## src/hdl/assert_macros.svh

```systemverilog
// Assertion macros shared by the log record deframer RTL
`ifndef ASSERT_MACROS_SVH
`define ASSERT_MACROS_SVH

// Property checked on every rising edge while out of reset
`define LRD_ASSERT(lbl, clk, rstn, prop) \
	lbl: assert property (@(posedge clk) disable iff (!rstn) (prop)) \
		else $error("lrd assertion failed");

// Antecedent in one cycle implies consequent in the next
`define LRD_ASSERT_NEXT(lbl, clk, rstn, ante, cons) \
	lbl: assert property (@(posedge clk) disable iff (!rstn) (ante) |=> (cons)) \
		else $error("lrd assertion failed");

`endif

```

## src/hdl/lrd_pkg.sv

```systemverilog
// Types, codes and the CRC32C byte update for the log record deframer
package lrd_pkg;

	localparam int unsigned HDR_BYTES   = 8;
	localparam logic [31:0] DEFAULT_CAP = 32'd67108864;
	localparam logic [31:0] CRC_POLY    = 32'h82F63B78;
	localparam logic [31:0] CRC_INIT    = 32'hFFFFFFFF;

	// Result kinds
	localparam logic [1:0] KIND_PAYLOAD = 2'd0;
	localparam logic [1:0] KIND_ACCEPT  = 2'd1;
	localparam logic [1:0] KIND_REJECT  = 2'd2;
	localparam logic [1:0] KIND_SUMMARY = 2'd3;

	// Framer phases
	localparam logic [1:0] PH_HEADER   = 2'd0;
	localparam logic [1:0] PH_PAYLOAD  = 2'd1;
	localparam logic [1:0] PH_REJECTED = 2'd2;

	typedef struct packed {
		logic       present;
		logic [7:0] data;
		logic       last;
	} item_t;

	typedef struct packed {
		logic [1:0]  kind;
		logic [7:0]  payload_byte;
		logic [31:0] record_length;
		logic [47:0] accepted_bytes;
		logic [31:0] record_count;
		logic        truncated;
		logic        discarded;
		logic        run_last;
	} res_t;

	// Up to three results per item, entry 0 goes out first
	typedef struct packed {
		res_t [2:0] res;
		logic [1:0] cnt;
	} bundle_t;

	// Reflected CRC32C, one byte, bit at a time unrolled
	function automatic logic [31:0] crc_byte(input logic [31:0] crc, input logic [7:0] b);
		logic [31:0] c;
		c = crc ^ {24'd0, b};
		for (int i = 0; i < 8; i++) begin
			c = c[0] ? ((c >> 1) ^ CRC_POLY) : (c >> 1);
		end
		return c;
	endfunction

	function automatic res_t mk_res(input logic [1:0] kind, input logic [7:0] pbyte,
			input logic [31:0] rlen, input logic [47:0] vb, input logic [31:0] rc,
			input logic tr, input logic di);
		res_t r;
		r.kind           = kind;
		r.payload_byte   = pbyte;
		r.record_length  = rlen;
		r.accepted_bytes = vb;
		r.record_count   = rc;
		r.truncated      = tr;
		r.discarded      = di;
		r.run_last       = 1'b0;
		return r;
	endfunction

endpackage

```

## src/hdl/lrd_framer.sv

```systemverilog
// Record framing state, CRC check and result generation for one item per cycle while fire is high
`include "assert_macros.svh"

module lrd_framer import lrd_pkg::*; #(
	parameter int unsigned OFFSET_BITS = 48
) (
	input  logic        clk,
	input  logic        arst_n,
	input  logic        fire,
	input  item_t       item,
	input  logic [31:0] max_len,
	output bundle_t     bundle
);

	logic [1:0]             phase_q;
	logic [2:0]             hdr_cnt_q;
	logic [31:0]            exp_crc_q;
	logic [31:0]            len_q;
	logic [31:0]            crc_q;
	logic [31:0]            pay_cnt_q;
	logic [OFFSET_BITS-1:0] offset_q;
	logic [31:0]            records_q;
	logic                   trunc_q;
	logic                   disc_q;

	logic [1:0]             n_phase;
	logic [2:0]             n_hdr_cnt;
	logic [31:0]            n_exp_crc;
	logic [31:0]            n_len;
	logic [31:0]            n_crc;
	logic [31:0]            n_pay_cnt;
	logic [OFFSET_BITS-1:0] n_offset;
	logic [31:0]            n_records;
	logic                   n_trunc;
	logic                   n_disc;

	function automatic logic [47:0] vb48(input logic [OFFSET_BITS-1:0] o);
		logic [63:0] w;
		w = 64'(o);
		return w[47:0];
	endfunction

	// Next state and results for the current item
	always_comb begin
		logic [1:0] k;
		logic       sum_tr;
		logic       sum_di;
		logic       do_finish;
		n_phase   = phase_q;
		n_hdr_cnt = hdr_cnt_q;
		n_exp_crc = exp_crc_q;
		n_len     = len_q;
		n_crc     = crc_q;
		n_pay_cnt = pay_cnt_q;
		n_offset  = offset_q;
		n_records = records_q;
		n_trunc   = trunc_q;
		n_disc    = disc_q;
		bundle    = '0;
		k         = 2'd0;
		do_finish = 1'b0;
		sum_tr    = 1'b0;
		sum_di    = 1'b0;

		if (item.present) begin
			unique case (phase_q)
				PH_HEADER: begin
					// CRC bytes first, then length bytes which also feed the CRC
					if (!hdr_cnt_q[2]) begin
						n_exp_crc = exp_crc_q | (32'(item.data) << {hdr_cnt_q[1:0], 3'b000});
					end else begin
						n_len = len_q | (32'(item.data) << {hdr_cnt_q[1:0], 3'b000});
						n_crc = crc_byte(crc_q, item.data);
					end
					n_hdr_cnt = hdr_cnt_q + 3'd1;
					if (hdr_cnt_q == 3'(HDR_BYTES - 1)) begin
						if (n_len > max_len) begin
							bundle.res[k] = mk_res(KIND_REJECT, 8'd0, n_len, vb48(n_offset),
								n_records, 1'b0, 1'b0);
							k         = k + 2'd1;
							n_trunc   = 1'b1;
							n_disc    = 1'b1;
							n_phase   = PH_REJECTED;
							n_hdr_cnt = 3'd0;
							n_exp_crc = '0;
							n_len     = '0;
							n_crc     = CRC_INIT;
							n_pay_cnt = '0;
						end else if (n_len == 32'd0) begin
							do_finish = 1'b1;
						end else begin
							n_phase = PH_PAYLOAD;
						end
					end
				end
				PH_PAYLOAD: begin
					// Pass the byte on tentatively
					bundle.res[k] = mk_res(KIND_PAYLOAD, item.data, 32'd0, vb48(n_offset),
						n_records, 1'b0, 1'b0);
					k         = k + 2'd1;
					n_crc     = crc_byte(crc_q, item.data);
					n_pay_cnt = pay_cnt_q + 32'd1;
					if (n_pay_cnt >= len_q) begin
						do_finish = 1'b1;
					end
				end
				PH_REJECTED: begin
					// Ignored until end of log
				end
				default: begin
				end
			endcase
		end

		// End of record: compare the CRC and mark accept or reject
		if (do_finish) begin
			if (~n_crc == n_exp_crc) begin
				n_offset  = n_offset + OFFSET_BITS'(n_len) + OFFSET_BITS'(HDR_BYTES);
				n_records = n_records + 32'd1;
				bundle.res[k] = mk_res(KIND_ACCEPT, 8'd0, n_len, vb48(n_offset),
					n_records, 1'b0, 1'b0);
				n_phase = PH_HEADER;
			end else begin
				bundle.res[k] = mk_res(KIND_REJECT, 8'd0, n_len, vb48(n_offset),
					n_records, 1'b0, 1'b0);
				n_trunc = 1'b1;
				n_disc  = 1'b1;
				n_phase = PH_REJECTED;
			end
			k         = k + 2'd1;
			n_hdr_cnt = 3'd0;
			n_exp_crc = '0;
			n_len     = '0;
			n_crc     = CRC_INIT;
			n_pay_cnt = '0;
		end

		// End of log summary, then back to a fresh log
		if (item.last) begin
			sum_tr = n_trunc;
			sum_di = n_disc;
			if (n_phase == PH_HEADER && n_hdr_cnt != 3'd0) begin
				sum_tr = 1'b1;
			end
			if (n_phase == PH_PAYLOAD) begin
				sum_tr = 1'b1;
				sum_di = 1'b1;
			end
			bundle.res[k] = mk_res(KIND_SUMMARY, 8'd0, 32'd0, vb48(n_offset),
				n_records, sum_tr, sum_di);
			k         = k + 2'd1;
			n_phase   = PH_HEADER;
			n_hdr_cnt = 3'd0;
			n_exp_crc = '0;
			n_len     = '0;
			n_crc     = CRC_INIT;
			n_pay_cnt = '0;
			n_offset  = '0;
			n_records = '0;
			n_trunc   = 1'b0;
			n_disc    = 1'b0;
		end

		if (k != 2'd0) begin
			bundle.res[k - 2'd1].run_last = 1'b1;
		end
		bundle.cnt = k;
	end

	// State registers
	always_ff @(posedge clk or negedge arst_n) begin
		if (!arst_n) begin
			phase_q   <= PH_HEADER;
			hdr_cnt_q <= '0;
			exp_crc_q <= '0;
			len_q     <= '0;
			crc_q     <= CRC_INIT;
			pay_cnt_q <= '0;
			offset_q  <= '0;
			records_q <= '0;
			trunc_q   <= 1'b0;
			disc_q    <= 1'b0;
		end else if (fire) begin
			phase_q   <= n_phase;
			hdr_cnt_q <= n_hdr_cnt;
			exp_crc_q <= n_exp_crc;
			len_q     <= n_len;
			crc_q     <= n_crc;
			pay_cnt_q <= n_pay_cnt;
			offset_q  <= n_offset;
			records_q <= n_records;
			trunc_q   <= n_trunc;
			disc_q    <= n_disc;
		end
	end

	`LRD_ASSERT(a_hdr_only_in_header, clk, arst_n, (hdr_cnt_q == 3'd0) || (phase_q == PH_HEADER))
	`LRD_ASSERT(a_pay_below_len, clk, arst_n, (phase_q != PH_PAYLOAD) || (pay_cnt_q < len_q))

endmodule

```

## src/hdl/lrd_res_queue.sv

```systemverilog
// Result buffer: takes a bundle of up to three results, sends them one per transfer
`include "assert_macros.svh"

module lrd_res_queue import lrd_pkg::*; (
	input  logic    clk,
	input  logic    arst_n,
	input  logic    load,
	input  bundle_t bundle,
	output logic    can_load,
	output logic    out_valid,
	input  logic    out_stall,
	output res_t    head
);

	res_t [2:0] buf_q;
	logic [1:0] cnt_q;
	logic       take;

	assign out_valid = (cnt_q != 2'd0);
	assign take      = out_valid && !out_stall;
	assign can_load  = (cnt_q == 2'd0) || ((cnt_q == 2'd1) && take);
	assign head      = buf_q[0];

	// Result entries, shifted towards the head on each transfer
	always_ff @(posedge clk) begin
		if (load) begin
			buf_q <= bundle.res;
		end else if (take) begin
			buf_q[0] <= buf_q[1];
			buf_q[1] <= buf_q[2];
		end
	end

	// Occupancy
	always_ff @(posedge clk or negedge arst_n) begin
		if (!arst_n) begin
			cnt_q <= '0;
		end else if (load) begin
			cnt_q <= bundle.cnt;
		end else if (take) begin
			cnt_q <= cnt_q - 2'd1;
		end
	end

	`LRD_ASSERT(a_last_on_final, clk, arst_n, (cnt_q != 2'd1) || buf_q[0].run_last)
	`LRD_ASSERT(a_no_early_last, clk, arst_n, (cnt_q == 2'd0) || (cnt_q == 2'd1) || !buf_q[0].run_last)

endmodule

```

## src/hdl/log_record_deframer_crc32c.sv

```systemverilog
// Top level of the log record deframer with CRC32C check
// One log byte is taken per cycle into an input register when not stalled; the framer
// works the whole item in a single pass and loads its results (a payload byte, an accept
// or reject marker, the end-of-log summary: up to three) into the result buffer. The
// output port sends one result per cycle when not stalled; the input stalls while the
// buffer holds two or more results, or one not taken, so items with at most one result
// flow at one per cycle unless the output stalls. The cap register is always ready and
// must only be written while the block is idle.
`include "assert_macros.svh"

module log_record_deframer_crc32c import lrd_pkg::*; #(
	parameter int unsigned OFFSET_BITS = 48
) (
	input  logic        clk,
	input  logic        arst_n,
	// input channel
	input  logic        in_valid,
	output logic        in_stall,
	input  logic        byte_present,
	input  logic [7:0]  in_byte,
	input  logic        end_of_log,
	// configuration channel
	input  logic        cfg_valid,
	output logic        cfg_ready,
	input  logic [31:0] cfg_data,
	// output channel
	output logic        out_valid,
	input  logic        out_stall,
	output logic [1:0]  kind,
	output logic [7:0]  payload_byte,
	output logic [31:0] record_length,
	output logic [47:0] accepted_bytes,
	output logic [31:0] record_count,
	output logic        truncated,
	output logic        discarded,
	output logic        run_last
);

	logic        s1_valid_q;
	item_t       item_s1;
	logic [31:0] max_len_q;
	logic        can_load;
	logic        fire;
	bundle_t     bundle;
	res_t        head;

	// Cap register
	assign cfg_ready = 1'b1;
	always_ff @(posedge clk or negedge arst_n) begin
		if (!arst_n) begin
			max_len_q <= DEFAULT_CAP;
		end else if (cfg_valid && cfg_ready) begin
			max_len_q <= cfg_data;
		end
	end

	// Input register
	assign fire     = s1_valid_q && can_load;
	assign in_stall = s1_valid_q && !can_load;

	always_ff @(posedge clk or negedge arst_n) begin
		if (!arst_n) begin
			s1_valid_q <= 1'b0;
		end else if (!in_stall) begin
			s1_valid_q <= in_valid;
		end
	end

	always_ff @(posedge clk) begin
		if (in_valid && !in_stall) begin
			item_s1 <= '{present: byte_present, data: in_byte, last: end_of_log};
		end
	end

	lrd_framer #(
		.OFFSET_BITS(OFFSET_BITS)
	) u_framer (
		.clk    (clk),
		.arst_n (arst_n),
		.fire   (fire),
		.item   (item_s1),
		.max_len(max_len_q),
		.bundle (bundle)
	);

	lrd_res_queue u_queue (
		.clk      (clk),
		.arst_n   (arst_n),
		.load     (fire),
		.bundle   (bundle),
		.can_load (can_load),
		.out_valid(out_valid),
		.out_stall(out_stall),
		.head     (head)
	);

	// Result fields
	assign kind           = head.kind;
	assign payload_byte   = head.payload_byte;
	assign record_length  = head.record_length;
	assign accepted_bytes = head.accepted_bytes;
	assign record_count   = head.record_count;
	assign truncated      = head.truncated;
	assign discarded      = head.discarded;
	assign run_last       = head.run_last;

	`LRD_ASSERT_NEXT(a_stall_holds_item, clk, arst_n, in_stall, s1_valid_q)

endmodule
```

## config.mk

```make
export PLATFORM = sky130hd
export DESIGN_NAME = log_record_deframer_crc32c
export DESIGN_NICKNAME = d
export VERILOG_FILES = /design/src/hdl/lrd_pkg.sv /design/src/hdl/lrd_framer.sv /design/src/hdl/lrd_res_queue.sv /design/src/hdl/log_record_deframer_crc32c.sv
export VERILOG_INCLUDE_DIRS = /design/src /design/src/hdl
export SDC_FILE = /design/constraint.sdc
export NUM_CORES = 2
export LEC_CHECK = 0
export ABC_AREA = 1
export BUFFER_PORTS_ARGS = -buffer_cell sky130_fd_sc_hd__buf_2
export CORE_ASPECT_RATIO = 0.8
export CORE_MARGIN = 2
export CORE_UTILIZATION = 55
export CTS_CLUSTER_SIZE = 24
export DETAILED_ROUTE_END_ITERATION = 10
export PLACE_DENSITY = 0.79
export SYNTH_ARGS = -nofsm -noshare
export SYNTH_HDL_FRONTEND = slang
export SYNTH_SLANG_ARGS = --single-unit
```

## constraint.sdc

```tcl
create_clock -name clk -period 21.8 [get_ports clk]
set_clock_uncertainty 0.2 [all_clocks]
set_input_delay 5.45 -clock clk [delete_from_list [all_inputs] [get_ports clk]]
set_output_delay 5.45 -clock clk [all_outputs]
set_load 0.005 [all_outputs]
```

==> impl_metrics.sql <==
INSERT INTO impl_metrics (metric_group, metric, value, unit) VALUES
('clock_network', 'clk_path_buf_depth', '3', ''),
('drt', 'drt_wirelength', '121000', 'um'),
('sta', 'hold_violations', '0', ''),
('yosys', 'number_of_flops_mapped_to_enable_cells_by_yosys', '336', ''),
('sta', 'fin_crit_sh', '55.7', '%'),
('sta', 'finalWorstSetupSlack', '9650', 'ps'),
('power_and_ir_drop', 'pwr-share-comb', '47.0', '%'),
('cells_and_area', 'layout.nets', '5434', ''),
('yosys', 'post-synth-top-area-fraction', '25.2', '%'),
('yosys', 'synth.yosys.seq_area_share', '41.0', '%'),
('power_and_ir_drop', 'power_leakage', '0.0200', 'uW'),
('clock_network', 'post-cts-setup-buffers', '0', ''),
('clock_network', 'cts_resized', '0', ''),
('drt', 'first_iter_violations', '5201', ''),
('sta', 'finalSetupViolCount', '0', ''),
('clock_network', 'clk_latency', '650', 'ps'),
('sta', 'worst_slew_margin_rel', '19.8', '%'),
('setup_path', 'path_max_fanout', '3', ''),
('worst_hold_path', 'min-delay-start', 'u_framer.exp_crc_q[7]$_DFFE_PN0P_', ''),
('cells_and_area', 'fillerInstances', '6546', ''),
('drt', 'vias_per_cell', '5.97', ''),
('cells_and_area', 'share_of_post_route_cells_with_drive_strength_above_1', '8.99', '%'),
('floorplanning', 'die_area', '74900', 'um2'),
('cells_and_area', 'final_cell_mix', 'sky130_fd_sc_hd__nand2_1 (1688), sky130_fd_sc_hd__nand3_1 (592), sky130_fd_sc_hd__inv_1 (492)', ''),
('cells_and_area', 'post_layout_inst_area', '42300', 'um2'),
('power_and_ir_drop', 'p_sw_share', '45.4', '%'),
('global_routing', 'gr-usage-all-layers', '31.4', '%'),
('global_routing', 'via_count_of_the_first_global_routing_pass', '33800', ''),
('setup_path', 'cp_launch_type', 'input pin', ''),
('sta', 'final_max_slew_viol_count', '0', ''),
('setup_path', 'required_time_at_the_endpoint_of_the_critical_path', '16150', 'ps'),
('floorplanning', 'floorplan.die.height', '245', 'um'),
('power_and_ir_drop', 'share_seq_of_total_power', '34.5', '%'),
('floorplanning', 'fp.dieW', '306', 'um'),
('floorplanning', 'ioPinCount', '175', ''),
('yosys', 'synth.top_cells.by_area', 'sky130_fd_sc_hd__edfxtp_1 (25%), sky130_fd_sc_hd__nand2_1 (16%), sky130_fd_sc_hd__dfrtp_1 (14%)', ''),
('yosys', 'synthArstFlopShare', '42.7', '%'),
('power_and_ir_drop', 'net-switching-power', '2650', 'uW'),
('setup_path', 'cp-startpoint', 'out_stall', ''),
('setup_path', 'sort_of_element_at_the_end_of_the_critical_path', 'output port', ''),
('clock_network', 'path_clk_slew', '60', 'ps'),
('placed_design', 'placement.io_buffers', '173', ''),
('setup_path', 'setup_cp_type', 'input pin to output port', ''),
('drt', 'drt_pre_antenna_iters', '7', ''),
('cells_and_area', 'final_util', '58.8', '%'),
('placed_design', 'place_ws', '9650', 'ps'),
('drt', 'routed_wire_length_per_instance', '19.3', 'um'),
('yosys', 'syn_nets', '5568', ''),
('drt', 'drt.antenna.violating_nets', '0', ''),
('run', 'max_cap_viol_count', '0', ''),
('clock_network', 'cts_made_buffers', '60', ''),
('clock_network', 'cts_root_buf', 'sky130_fd_sc_hd__clkbuf_16', ''),
('sta', 'clock_period_minus_final_worst_setup_slack', '12150', 'ps'),
('yosys', 'ys_warn_count', '0', ''),
('yosys', 'ys_seq_elements', '586', ''),
('power_and_ir_drop', 'clock_power_share', '18.6', '%'),
('placed_design', 'gp_congestion', '0.952', ''),
('sta', 'worst-slew-pin-transition', '1200', 'ps'),
('drt', 'route.detailed.drc', '0', ''),
('clock_network', 'cts_hold_buffers', '0', ''),
('yosys', 'syn-instance-count', '5385', ''),
('power_and_ir_drop', 'p_int', '3180', 'uW'),
('setup_path', 'crit-reg2reg-launch', 'u_framer.hdr_cnt_q[2]$_DFFE_PN0P_', ''),
('sta', 'fmax', '82.3', 'MHz'),
('clock_network', 'cts_tree', 'yes', ''),
('global_routing', 'antenna_found_initial', '3', ''),
('floorplanning', 'fp.coreArea', '72000', 'um2'),
('status', 'status', 'finished clean', ''),
('yosys', 'synth_ff_type', 'sky130_fd_sc_hd__edfxtp_1', ''),
('sta', 'grt_setup_unrepaired', 'no', ''),
('global_routing', 'grt_first_pass_wirelength', '189000', 'um');
## cell usage after synthesis (2+ instances only)
cell type / instances
sky130_fd_sc_hd__buf_1: 26
sky130_fd_sc_hd__nor2_1: 203
sky130_fd_sc_hd__nor2_4: 5
sky130_fd_sc_hd__and3_1: 2
sky130_fd_sc_hd__a31oi_1: 7
sky130_fd_sc_hd__inv_2: 20
sky130_fd_sc_hd__buf_4: 132
sky130_fd_sc_hd__dfstp_2: 33
sky130_fd_sc_hd__nor2_2: 4
sky130_fd_sc_hd__nor3_1: 66
sky130_fd_sc_hd__nand3_1: 592
sky130_fd_sc_hd__o211ai_1: 19
sky130_fd_sc_hd__o22ai_1: 86
sky130_fd_sc_hd__clkbuf_1: 184
sky130_fd_sc_hd__nand3b_1: 11
sky130_fd_sc_hd__nand2_2: 16
sky130_fd_sc_hd__nand2_1: 1692
sky130_fd_sc_hd__ha_1: 135
sky130_fd_sc_hd__o31ai_1: 7
sky130_fd_sc_hd__xnor2_1: 20
sky130_fd_sc_hd__nand2_4: 2
sky130_fd_sc_hd__o21ai_0: 265
sky130_fd_sc_hd__dfrtp_1: 217
sky130_fd_sc_hd__o221ai_1: 2
sky130_fd_sc_hd__inv_1: 497
sky130_fd_sc_hd__buf_6: 14
sky130_fd_sc_hd__clkinv_1: 2
sky130_fd_sc_hd__o21bai_1: 22
sky130_fd_sc_hd__o21a_1: 10
sky130_fd_sc_hd__o2111ai_1: 2
sky130_fd_sc_hd__a21oi_1: 255
sky130_fd_sc_hd__edfxtp_1: 336
sky130_fd_sc_hd__buf_2: 53
sky130_fd_sc_hd__a22oi_1: 16
sky130_fd_sc_hd__o21ai_2: 18
sky130_fd_sc_hd__xor2_1: 103
sky130_fd_sc_hd__a211oi_1: 2
sky130_fd_sc_hd__a32o_1: 32
sky130_fd_sc_hd__nand3_2: 45
sky130_fd_sc_hd__nor4_1: 21
sky130_fd_sc_hd__o21ai_1: 161
sky130_fd_sc_hd__nand4_1: 30
sky130_fd_sc_hd__a21o_1: 3
sky130_fd_sc_hd__or2_2: 2
sky130_fd_sc_hd__o32ai_1: 2
## power by group through the flow
stage | Sequential, uW | Clock, uW | Combinational (uW)
2_1_floorplan | 2050 | 0 | 2040
3_3_place_gp | 2010 | 0 | 2600
3_5_place_dp | 2010 | 0 | 2650
4_1_cts | 2000 | 1090 | 2670
5_1_grt | 2040 | 1130 | 3020
6_report | 2010 | 1080 | 2730
## metal layers
metal / part of all wire, % / global-route usage, % / wire length (um)
met1: 42 / 45.6 / 50800
met2: 42 / 44.6 / 50100
met3: 13 / 8.82 / 15900
met4: 3.2 / 11.1 / 3820
met5: 0.0083 / 0 / 10
## logic make-up after synthesis
group,count (synthesis),synth area share (%)
muxes,1,0.0281
and+or+nand+nor,2697,28.8
xor gates and xnor gates,123,2.69
adders and majority gates,136,4.27
AOI/OAI and AO/OA,912,12.8
DFF,586,41.0
buffers and inverters,929,10.4
other,1,0.00937
## area by class of cell
| cell class | count | area, um2 | share of cell area (%) |
|---|---|---|---|
| clock buffer | 73 | 1610 | 3.81 |
| tap | 945 | 1180 | 2.79 |
| antenna | 1 | 2.50 | 0.00591 |
| sequential | 586 | 16400 | 38.7 |
| multi-input combinational | 3870 | 19500 | 46.2 |
| timing repair buffer | 214 | 1210 | 2.86 |
| clock inverter | 41 | 417 | 0.985 |
| inverter | 519 | 1960 | 4.64 |
## critical path, stage by stage
cell	delay [ps]
sky130_fd_sc_hd__buf_2	130
sky130_fd_sc_hd__inv_1	50
sky130_fd_sc_hd__a21oi_1	460
sky130_fd_sc_hd__inv_1	140
sky130_fd_sc_hd__nor2_1	130
sky130_fd_sc_hd__buf_2	130
## worst paths after layout
path / end / slack [ps] / cells after the start
min in group asynchronous: s1_valid_q$_DFFE_PN0N_ / 4650 / 1
max in group asynchronous: u_framer.pay_cnt_q[20]$_DFFE_PN0P_ / 14690 / 3
max: in_stall / 9650 / 6
max reg2reg: u_queue.head[80]$_DFFE_PP_ / 12490 / 32
min: u_framer.exp_crc_q[7]$_DFFE_PN0P_ / 290 / 2
min reg2reg: u_framer.exp_crc_q[7]$_DFFE_PN0P_ / 290 / 2
## through the flow
| stage | total power, uW | std cells |
|---|---|---|
| after CTS | 5760 | 6248 |
| after floorplan | 4090 | 5385 |
| after detailed placement | 4660 | 6134 |
| final | 5820 | 6249 |
| after global routing | 6200 | 6248 |
| after global placement | 4600 | 6134 |
## flip-flops by register name, summed over array words and instances, names as in the netlist
register,count
max_len_q,32
u_framer.pay_cnt_q,32
u_queue.cnt_q,2
u_framer.records_q,32
item_s1,10
u_queue.head,125
u_framer.crc_q,32
u_queue.buf_q,201
u_framer.hdr_cnt_q,3
s1_valid_q,1
u_framer.trunc_q,1
u_framer.exp_crc_q,32
u_framer.len_q,32
u_framer.disc_q,1
u_framer.phase_q,2
u_framer.offset_q,48
Note: power is estimated with default switching activity, not from simulation.
